--- src/rtl/lfu_cache_table_defines.svh ---
// ----------------------------------------------------------------------------
// LFU cache table assertion macros
// Shared concurrent assertion forms used by the cache table RTL. They expect
// clk_i and rst_ni to be visible where they are used.
// ----------------------------------------------------------------------------
`ifndef LFU_CACHE_TABLE_DEFINES_SVH
`define LFU_CACHE_TABLE_DEFINES_SVH

// Same-cycle implication, disabled while reset is asserted.
`define LCT_ASSERT_IMP(lbl, ante, cons, msg) \
  lbl: assert property (@(posedge clk_i) disable iff (!rst_ni) (ante) |-> (cons)) \
    else $error(msg);

// Next-cycle implication, disabled while reset is asserted.
`define LCT_ASSERT_NXT(lbl, ante, cons, msg) \
  lbl: assert property (@(posedge clk_i) disable iff (!rst_ni) (ante) |=> (cons)) \
    else $error(msg);

`endif

--- src/rtl/lct_pkg.sv ---
// ----------------------------------------------------------------------------
// LFU cache table package
// Field widths, operation codes and the request and response word types.
// ----------------------------------------------------------------------------
`default_nettype none

package lct_pkg;

  localparam int KEY_W = 32;
  localparam int VAL_W = 32;
  localparam int CAP_W = 5;

  // Capacity register value after reset.
  localparam logic [CAP_W-1:0] CAP_RESET = 5'd16;

  typedef enum logic {
    FUNC_GET = 1'b0,
    FUNC_PUT = 1'b1
  } func_e;

  typedef struct packed {
    func_e                   func;
    logic [KEY_W-1:0]        key;
    logic signed [VAL_W-1:0] value;
  } req_t;

  typedef struct packed {
    logic                    hit;
    logic signed [VAL_W-1:0] read_value;
    logic                    evicted;
    logic [KEY_W-1:0]        evicted_key;
  } rsp_t;

endpackage

`default_nettype wire

--- src/rtl/lct_lookup.sv ---
// ----------------------------------------------------------------------------
// LFU cache table key lookup
// Compares the request key against every valid entry in parallel and
// returns the hit flag and the index of the matching entry.
// ----------------------------------------------------------------------------
`default_nettype none

module lct_lookup import lct_pkg::*; #(
  parameter int ENTRIES = 16,
  parameter int IDX_W   = 4
) (
  input  logic [ENTRIES-1:0]            valid_i,
  input  logic [ENTRIES-1:0][KEY_W-1:0] key_i,
  input  logic [KEY_W-1:0]              lookup_key_i,
  output logic                          hit_o,
  output logic [IDX_W-1:0]              idx_o
);

  logic [ENTRIES-1:0] match;

  // One comparator per entry.
  always_comb begin
    for (int i = 0; i < ENTRIES; i++) begin
      match[i] = valid_i[i] && (key_i[i] == lookup_key_i);
    end
  end

  // Keys are unique among valid entries, so at most one match is set and the
  // index can be formed by OR-ing the masked entry numbers.
  always_comb begin
    idx_o = '0;
    for (int i = 0; i < ENTRIES; i++) begin
      if (match[i]) begin
        idx_o = idx_o | IDX_W'(i);
      end
    end
  end

  assign hit_o = |match;

endmodule

`default_nettype wire

--- src/rtl/lct_victim_sel.sv ---
// ----------------------------------------------------------------------------
// LFU cache table victim selection
// Balanced comparison tree that finds the valid entry with the lowest use
// count, taking the least recently touched one among equal counts.
// ----------------------------------------------------------------------------
`default_nettype none

module lct_victim_sel #(
  parameter int ENTRIES    = 16,
  parameter int IDX_W      = 4,
  parameter int COUNT_BITS = 16
) (
  input  logic [ENTRIES-1:0]                 valid_i,
  input  logic [ENTRIES-1:0][COUNT_BITS-1:0] count_i,
  input  logic [ENTRIES-1:0][IDX_W-1:0]      rank_i,
  output logic                               any_o,
  output logic [IDX_W-1:0]                   idx_o
);

  localparam int LEVELS = (ENTRIES > 1) ? $clog2(ENTRIES) : 0;
  localparam int LEAVES = 1 << LEVELS;
  localparam int NODES  = 2 * LEAVES - 1;

  // Heap-ordered tree: node n has children 2n+1 and 2n+2, leaves at the end.
  logic                  node_any  [NODES];
  logic [COUNT_BITS-1:0] node_cnt  [NODES];
  logic [IDX_W-1:0]      node_rank [NODES];
  logic [IDX_W-1:0]      node_idx  [NODES];

  // Leaves; padding leaves never win.
  for (genvar l = 0; l < LEAVES; l++) begin : g_leaf
    if (l < ENTRIES) begin : g_real
      assign node_any[LEAVES-1+l]  = valid_i[l];
      assign node_cnt[LEAVES-1+l]  = count_i[l];
      assign node_rank[LEAVES-1+l] = rank_i[l];
      assign node_idx[LEAVES-1+l]  = IDX_W'(l);
    end else begin : g_pad
      assign node_any[LEAVES-1+l]  = 1'b0;
      assign node_cnt[LEAVES-1+l]  = '0;
      assign node_rank[LEAVES-1+l] = '0;
      assign node_idx[LEAVES-1+l]  = '0;
    end
  end

  // Inner nodes: the right child wins with a lower count, or an equal count
  // and an older recency rank.
  for (genvar n = 0; n < LEAVES - 1; n++) begin : g_node
    logic take_r;
    assign take_r = node_any[2*n+2] &&
                    (!node_any[2*n+1] ||
                     (node_cnt[2*n+2] < node_cnt[2*n+1]) ||
                     ((node_cnt[2*n+2] == node_cnt[2*n+1]) &&
                      (node_rank[2*n+2] > node_rank[2*n+1])));
    assign node_any[n]  = node_any[2*n+1] | node_any[2*n+2];
    assign node_cnt[n]  = take_r ? node_cnt[2*n+2]  : node_cnt[2*n+1];
    assign node_rank[n] = take_r ? node_rank[2*n+2] : node_rank[2*n+1];
    assign node_idx[n]  = take_r ? node_idx[2*n+2]  : node_idx[2*n+1];
  end

  assign any_o = node_any[0];
  assign idx_o = node_idx[0];

endmodule

`default_nettype wire

--- src/rtl/lfu_cache_table.sv ---
// ----------------------------------------------------------------------------
// LFU cache table
// Fully associative key/value store with least-frequently-used replacement
// and least-recently-used tie break.
// ----------------------------------------------------------------------------
// Usage:
// Requests arrive as req_t words on req_valid_i/req_ready_o; each carries a
// get or a put with a key and a value. Every request yields exactly one
// rsp_t word on rsp_valid_o/rsp_ready_i: the hit flag, the value read on a
// get hit, and the key of any entry a put evicted.
// The capacity register is written through cfg_valid_i/cfg_data_i, which is
// always ready; it should only be written while no request is in flight.
// A request is captured in an input register and, once the response
// register is free or being emptied, the lookup, victim search and table
// update are done in one pass into the response register, which then
// offers the response word. One request is taken every cycle while the
// receiver keeps rsp_ready_i high; the figure is set by the update pass
// through the key comparators and the victim tree.
// When the receiver stalls, the response register holds its word and one
// more request may wait in the input register before req_ready_o falls.
// Reset empties the table, clears the occupancy and sets the capacity to 16.
// ----------------------------------------------------------------------------
`default_nettype none

`include "lfu_cache_table_defines.svh"

module lfu_cache_table import lct_pkg::*; #(
  parameter int ENTRIES    = 16,
  parameter int COUNT_BITS = 16
) (
  input  logic             clk_i,
  input  logic             rst_ni,
  input  logic             cfg_valid_i,
  output logic             cfg_ready_o,
  input  logic [CAP_W-1:0] cfg_data_i,
  input  logic             req_valid_i,
  output logic             req_ready_o,
  input  req_t             req_i,
  output logic             rsp_valid_o,
  input  logic             rsp_ready_i,
  output rsp_t             rsp_o
);

  localparam int IDX_W = (ENTRIES > 1) ? $clog2(ENTRIES) : 1;
  localparam int OCC_W = $clog2(ENTRIES + 1);
  localparam logic [COUNT_BITS-1:0] COUNT_MAX = '1;

  // Configuration.
  logic [CAP_W-1:0] cap_q;
  logic [OCC_W-1:0] cap_eff;

  // Input and response registers.
  req_t req_q;
  logic req_vld_q;
  rsp_t rsp_q, rsp_d;
  logic rsp_vld_q;
  logic fire;

  // Entry table.
  logic [ENTRIES-1:0]                 valid_q, valid_d;
  logic [ENTRIES-1:0][KEY_W-1:0]      key_q;
  logic [ENTRIES-1:0][VAL_W-1:0]      val_q;
  logic [ENTRIES-1:0][COUNT_BITS-1:0] cnt_q, cnt_d;
  logic [ENTRIES-1:0][IDX_W-1:0]      rank_q, rank_d;
  logic [ENTRIES-1:0]                 key_we, val_we;
  logic [OCC_W-1:0]                   occ_q, occ_d;

  // Decision signals.
  logic             hit, vic_any, free_any;
  logic [IDX_W-1:0] hit_idx, vic_idx, free_idx, slot;
  logic [IDX_W-1:0] hit_rank, vic_rank;
  logic             is_put, cap_nz, full;
  logic             do_bump, do_ins, do_evict, do_fill;

  // Configuration port is always ready.
  assign cfg_ready_o = 1'b1;

  always_ff @(posedge clk_i or negedge rst_ni) begin
    if (!rst_ni) begin
      cap_q <= CAP_RESET;
    end else if (cfg_valid_i) begin
      cap_q <= cfg_data_i;
    end
  end

  // Capacity above the table size acts as the table size.
  always_comb begin
    if (32'(cap_q) > ENTRIES) begin
      cap_eff = OCC_W'(ENTRIES);
    end else begin
      cap_eff = OCC_W'(cap_q);
    end
  end

  // Handshake: the input register moves on whenever its word is processed.
  assign fire        = req_vld_q && (!rsp_vld_q || rsp_ready_i);
  assign req_ready_o = !req_vld_q || fire;
  assign rsp_valid_o = rsp_vld_q;
  assign rsp_o       = rsp_q;

  always_ff @(posedge clk_i or negedge rst_ni) begin
    if (!rst_ni) begin
      req_vld_q <= 1'b0;
      rsp_vld_q <= 1'b0;
    end else begin
      if (req_ready_o) begin
        req_vld_q <= req_valid_i;
      end
      if (fire) begin
        rsp_vld_q <= 1'b1;
      end else if (rsp_ready_i) begin
        rsp_vld_q <= 1'b0;
      end
    end
  end

  always_ff @(posedge clk_i) begin
    if (req_ready_o && req_valid_i) begin
      req_q <= req_i;
    end
    if (fire) begin
      rsp_q <= rsp_d;
    end
  end

  // Key lookup and victim search.
  lct_lookup #(
    .ENTRIES (ENTRIES),
    .IDX_W   (IDX_W)
  ) u_lookup (
    .valid_i      (valid_q),
    .key_i        (key_q),
    .lookup_key_i (req_q.key),
    .hit_o        (hit),
    .idx_o        (hit_idx)
  );

  lct_victim_sel #(
    .ENTRIES    (ENTRIES),
    .IDX_W      (IDX_W),
    .COUNT_BITS (COUNT_BITS)
  ) u_victim (
    .valid_i (valid_q),
    .count_i (cnt_q),
    .rank_i  (rank_q),
    .any_o   (vic_any),
    .idx_o   (vic_idx)
  );

  // Lowest free entry for a fill without eviction.
  always_comb begin
    free_idx = '0;
    for (int i = ENTRIES - 1; i >= 0; i--) begin
      if (!valid_q[i]) begin
        free_idx = IDX_W'(i);
      end
    end
  end

  assign free_any = ~&valid_q;

  // Request decode.
  assign is_put   = (req_q.func == FUNC_PUT);
  assign cap_nz   = (cap_eff != '0);
  assign full     = (occ_q >= cap_eff);
  assign do_bump  = hit && (!is_put || cap_nz);
  assign do_ins   = is_put && cap_nz && !hit;
  assign do_evict = do_ins && full && vic_any;
  assign do_fill  = do_ins && (do_evict || free_any);
  assign slot     = do_evict ? vic_idx : free_idx;
  assign hit_rank = rank_q[hit_idx];
  assign vic_rank = rank_q[vic_idx];

  // Per-entry next state.
  always_comb begin
    valid_d = valid_q;
    cnt_d   = cnt_q;
    rank_d  = rank_q;
    key_we  = '0;
    val_we  = '0;
    occ_d   = occ_q;
    if (fire) begin
      if (do_bump) begin
        for (int i = 0; i < ENTRIES; i++) begin
          if (IDX_W'(i) == hit_idx) begin
            if (cnt_q[i] != COUNT_MAX) begin
              cnt_d[i] = cnt_q[i] + COUNT_BITS'(1);
            end
            rank_d[i] = '0;
            val_we[i] = is_put;
          end else if (valid_q[i] && (rank_q[i] < hit_rank)) begin
            rank_d[i] = rank_q[i] + IDX_W'(1);
          end
        end
      end else if (do_fill) begin
        for (int i = 0; i < ENTRIES; i++) begin
          if (IDX_W'(i) == slot) begin
            valid_d[i] = 1'b1;
            cnt_d[i]   = COUNT_BITS'(1);
            rank_d[i]  = '0;
            key_we[i]  = 1'b1;
            val_we[i]  = 1'b1;
          end else if (valid_q[i]) begin
            // Entries older than the victim close its gap, then all age by one.
            if (do_evict && (rank_q[i] > vic_rank)) begin
              rank_d[i] = rank_q[i];
            end else begin
              rank_d[i] = rank_q[i] + IDX_W'(1);
            end
          end
        end
        if (!do_evict) begin
          occ_d = occ_q + OCC_W'(1);
        end
      end
    end
  end

  // Control state of the table.
  always_ff @(posedge clk_i or negedge rst_ni) begin
    if (!rst_ni) begin
      valid_q <= '0;
      cnt_q   <= '0;
      rank_q  <= '0;
      occ_q   <= '0;
    end else begin
      valid_q <= valid_d;
      cnt_q   <= cnt_d;
      rank_q  <= rank_d;
      occ_q   <= occ_d;
    end
  end

  // Key and value storage.
  always_ff @(posedge clk_i) begin
    for (int i = 0; i < ENTRIES; i++) begin
      if (key_we[i]) begin
        key_q[i] <= req_q.key;
      end
      if (val_we[i]) begin
        val_q[i] <= req_q.value;
      end
    end
  end

  // Response word.
  always_comb begin
    rsp_d.hit         = hit;
    rsp_d.read_value  = (hit && !is_put) ? $signed(val_q[hit_idx]) : '0;
    rsp_d.evicted     = do_evict;
    rsp_d.evicted_key = do_evict ? key_q[vic_idx] : '0;
  end

  // Assertions.
  `LCT_ASSERT_IMP(a_occ_matches_valid, 1'b1, 32'(occ_q) == $countones(valid_q), "occupancy differs from the number of valid entries")
  `LCT_ASSERT_IMP(a_evict_only_on_miss, rsp_vld_q && rsp_q.evicted, !rsp_q.hit, "eviction reported for a request that hit")
  `LCT_ASSERT_NXT(a_get_miss_keeps_table, fire && !is_put && !hit, $stable(valid_q) && $stable(occ_q), "get miss changed the table")

endmodule

`default_nettype wire

--- config.mk ---
export PLATFORM = sky130hd
export DESIGN_NAME = lfu_cache_table
export DESIGN_NICKNAME = d
export VERILOG_FILES = /design/src/rtl/lct_pkg.sv /design/src/rtl/lct_lookup.sv /design/src/rtl/lct_victim_sel.sv /design/src/rtl/lfu_cache_table.sv
export VERILOG_INCLUDE_DIRS = /design/src /design/src/rtl
export SDC_FILE = /design/constraint.sdc
export NUM_CORES = 2
export LEC_CHECK = 0
export BUFFER_PORTS_ARGS = -buffer_cell sky130_fd_sc_hd__buf_2
export CAP_MARGIN = 20
export CORE_MARGIN = 2
export CORE_UTILIZATION = 30
export CTS_CLUSTER_DIAMETER = 200
export DETAILED_ROUTE_END_ITERATION = 6
export GPL_ROUTABILITY_DRIVEN = 0
export PLACE_DENSITY = 0.42
export SLEW_MARGIN = 20
export SYNTH_ARGS = -nofsm -noshare
export SYNTH_HDL_FRONTEND = slang
export SYNTH_SLANG_ARGS = --single-unit
--- constraint.sdc ---
create_clock -name clk_i -period 15.9 [get_ports clk_i]
set_input_delay 0.795 -clock clk_i [delete_from_list [all_inputs] [get_ports clk_i]]
set_output_delay 0.795 -clock clk_i [all_outputs]
set_load 0.02 [all_outputs]
==> reports/qor.yml <==
status: "complete, but fails checks"
violations: "design-rule violations"
yosys-top-cells-count: "edfxtp_1 (1155), a21oi_1 (473), nand2_1 (467)"
io_buffers: 142
use_met3: 0.0322
drt_iter0_markers: 6636
r2r_start: "cnt_q[78]"
worstMarginPinSlew_ns: 1.19
numCtsBuffers: 183
wl_per_cell_um: 29.7
required_ns: 16.59
io_pins: 144
fp-row-count: 192
core-area_um2: 274000
drc: 2
clk_latency_ns: 0.89
hpwl_mm: 228
syn_area_per_cell_um2: 11.6
reg2regPathDepth: 48
cts_root_buf: "clkbuf_16"
setup_viol: 0
ys_async_sr_fraction: 0.232
final.period_utilization: 0.903
htreeDepth: 4
synth_adder_area_share: 0.0682
yosys_register_bits: 1503
synth_edf_count: 1155
dieArea_um2: 280000
synth-simple-area-share: 0.120
synth_top_family_by_area: "compound AO/OA/AOI/OAI gates"
ys_seq_area_frac: 0.525
cts_tree: "yes"
worst_hold_slack_ns: 0.0936
synth_top_area_frac: 0.420
min_from: "req_i[16]"
cp_max_fo: 36
initial_core_util: 0.302
layout-drive-gt1-share: 0.125
multi_input_area_um2: 37000
fin_nets: 7841
netlist.top_cell.by_area: "edfxtp_1"
max_stage_delay_ns: 0.85
vias_per_cell: 5.63
finalSetupTns_ns: 0
grt_pass1_vias: 61200
slew_violations: 0
syn_nets: 7670
relSlewSlack: 0.208
clock_skew_ns: 0.0869
synth_xor_area_frac: 0.0673
grt_usage: 0.229
grt-busiest-layer: "met2"
antenna_found_initial: 12
die_w_um: 529
cp_common_cell: "a21oi_1"
seq_area_um2: 43400
fmax_ghz: 0.0696
worst_setup_path_start_kind: "register"
arrival_ns: 15.06
fin_crit_ns: 14.36
cts_buffer_depth: 4
synth_compound_area_frac: 0.132
grt_max_degree: 138
die_y_um: 529
critPathCaptureType: "register"
cap_violations: 0
yosysUniqueCellTypes: 94
synth_area_um2: 82600
use_met2: 0.362
fillers: 27100
place_inst: 10700
dr.pass1.iters: 7
syn_to_final_growth_pct: 14.6
hold_viol_final: 0
crit_type: "reg -> reg"
r2r_end: "rank_q[61]"
r2r_slack_ns: 1.54
synth_most_common_cell: "edfxtp_1"
grt_util_met1: 0.324
slowest_stage: "o21ai_2"
clock-sinks: 1503
whs_path_depth: 1
ant_nets: 0
synth_ff_type: "edfxtp_1"
postCtsSetupBuffers: 0
clkTransAtPathRegs_ns: 0.06
whs_endpoint: "req_q[16]"
ys_warn_count: 0
layout.cells.non_filler: 11100
grt_pass1_wl_mm: 466
synthCells: 7145
netlist_top_cells_area: "edfxtp_1 (42%), dfrtp_1 (11%), ha_1 (6.8%)"
rsz0062_at_grt: "no"
hp-class: "in -> reg"
drt_wl_total_mm: 329
synth.area.mux_share: 0.0547
num_vias: 62300
grt-ovfl-total: 0
[sequential cells by signal, summed over array words and instances, names as in the netlist]
| signal | count |
|---|---|
| key_q | 512 |
| val_q | 512 |
| cnt_q | 256 |
| rsp_o | 66 |
| rank_q | 64 |
| req_q | 64 |
| valid_q | 16 |
| cap_q | 5 |
| occ_q | 5 |
| is_put | 1 |
| req_vld_q | 1 |
| rsp_valid_o | 1 |
[through the flow]
| stage | utilization | area (um2) | setup slack [ns] |
|---|---|---|---|
| after floorplan | - | 82600 | 3.25 |
| final | 0.346 | 94700 | 1.54 |
| after detailed placement | 0.323 | 88500 | 1.98 |
| after global placement | 0.323 | 88500 | 1.64 |
| after CTS | 0.346 | 94600 | 1.95 |
| after global routing | 0.346 | 94700 | 0.649 |
[layout make-up]
| class | count | area share |
|---|---|---|
| Sequential cell | 1503 | 0.458 |
| Multi-Input combinational cell | 4998 | 0.391 |
| Clock buffer | 241 | 0.0523 |
| Tap cell | 3589 | 0.0474 |
| Timing Repair Buffer | 347 | 0.0275 |
| Clock inverter | 93 | 0.0121 |
| Inverter | 283 | 0.0113 |
| Antenna cell | 9 | 0.000238 |
[worst max-delay path: cells and delay by family, from the launching register on]
family          cells  cell delay (ns)
compound gates     24             7.32
fa+ha+maj           5             1.32
buf+inv             4             0.96
flops               1             0.41
mux                 1             0.78
simple gates       14             3.39
[cells in the final DEF (no fill, tap or decap), types with 26 or more instances in the layout]
master / instances
a21oi_1: 468
clkinv_2: 27
nor2b_1: 37
o211ai_1: 62
o21ai_0: 245
dfrtp_1: 347
or3_1: 63
and2_1: 26
nor2_1: 426
nor3_1: 67
a21o_1: 55
nand3_1: 189
and3_1: 79
edfxtp_1: 1155
mux2i_1: 88
buf_4: 175
xor2_1: 380
inv_1: 275
mux2_2: 66
nor4_1: 185
nand4_1: 191
a22oi_1: 356
mux4_2: 128
clkbuf_16: 185
clkbuf_1: 45
o22ai_1: 27
a211oi_1: 87
nand2b_1: 74
xnor2_1: 255
nand2_1: 465
buf_12: 27
ha_1: 450
buf_2: 141
o21a_1: 39
or4_1: 47
[worst max path at each step]
stage / start / end / slack [ns] / cells past startpoint
final: cnt_q[78] / rank_q[61] / 1.54 / 48
after global routing: cnt_q[78] / rank_q[58] / 0.65 / 51
after CTS: cnt_q[199] / rank_q[59] / 1.95 / 49
after detailed placement: rank_q[28] / rsp_o[31] / 1.98 / 40
after global placement: cnt_q[199] / rank_q[59] / 1.64 / 49
after floorplan: cnt_q[171] / rank_q[10] / 3.25 / 54
[layer usage]
metal	routed length [um]	vias up
met2	149000	2410
li1	-	27700
met4	10900	4
met1	148000	31700
met5	24	-
met3	20900	485
[cells by family after synthesis]
family / after synthesis
AO/OA/AOI/OAI: 1655
XOR/XNOR: 635
adder cells (fa/ha/maj): 450
buffers and inverters: 644
flip-flops: 1503
multiplexers: 283
other: 1
AND/OR/NAND/NOR: 1974
[repair_timing]
item	CTS	global route
hold buffers	1	0
gates resized for setup	0	0
endpoints found under the hold margin	21	0
Power is not shown: default switching activity piles up to over one toggle a cycle in this logic, so the estimate is an artifact.
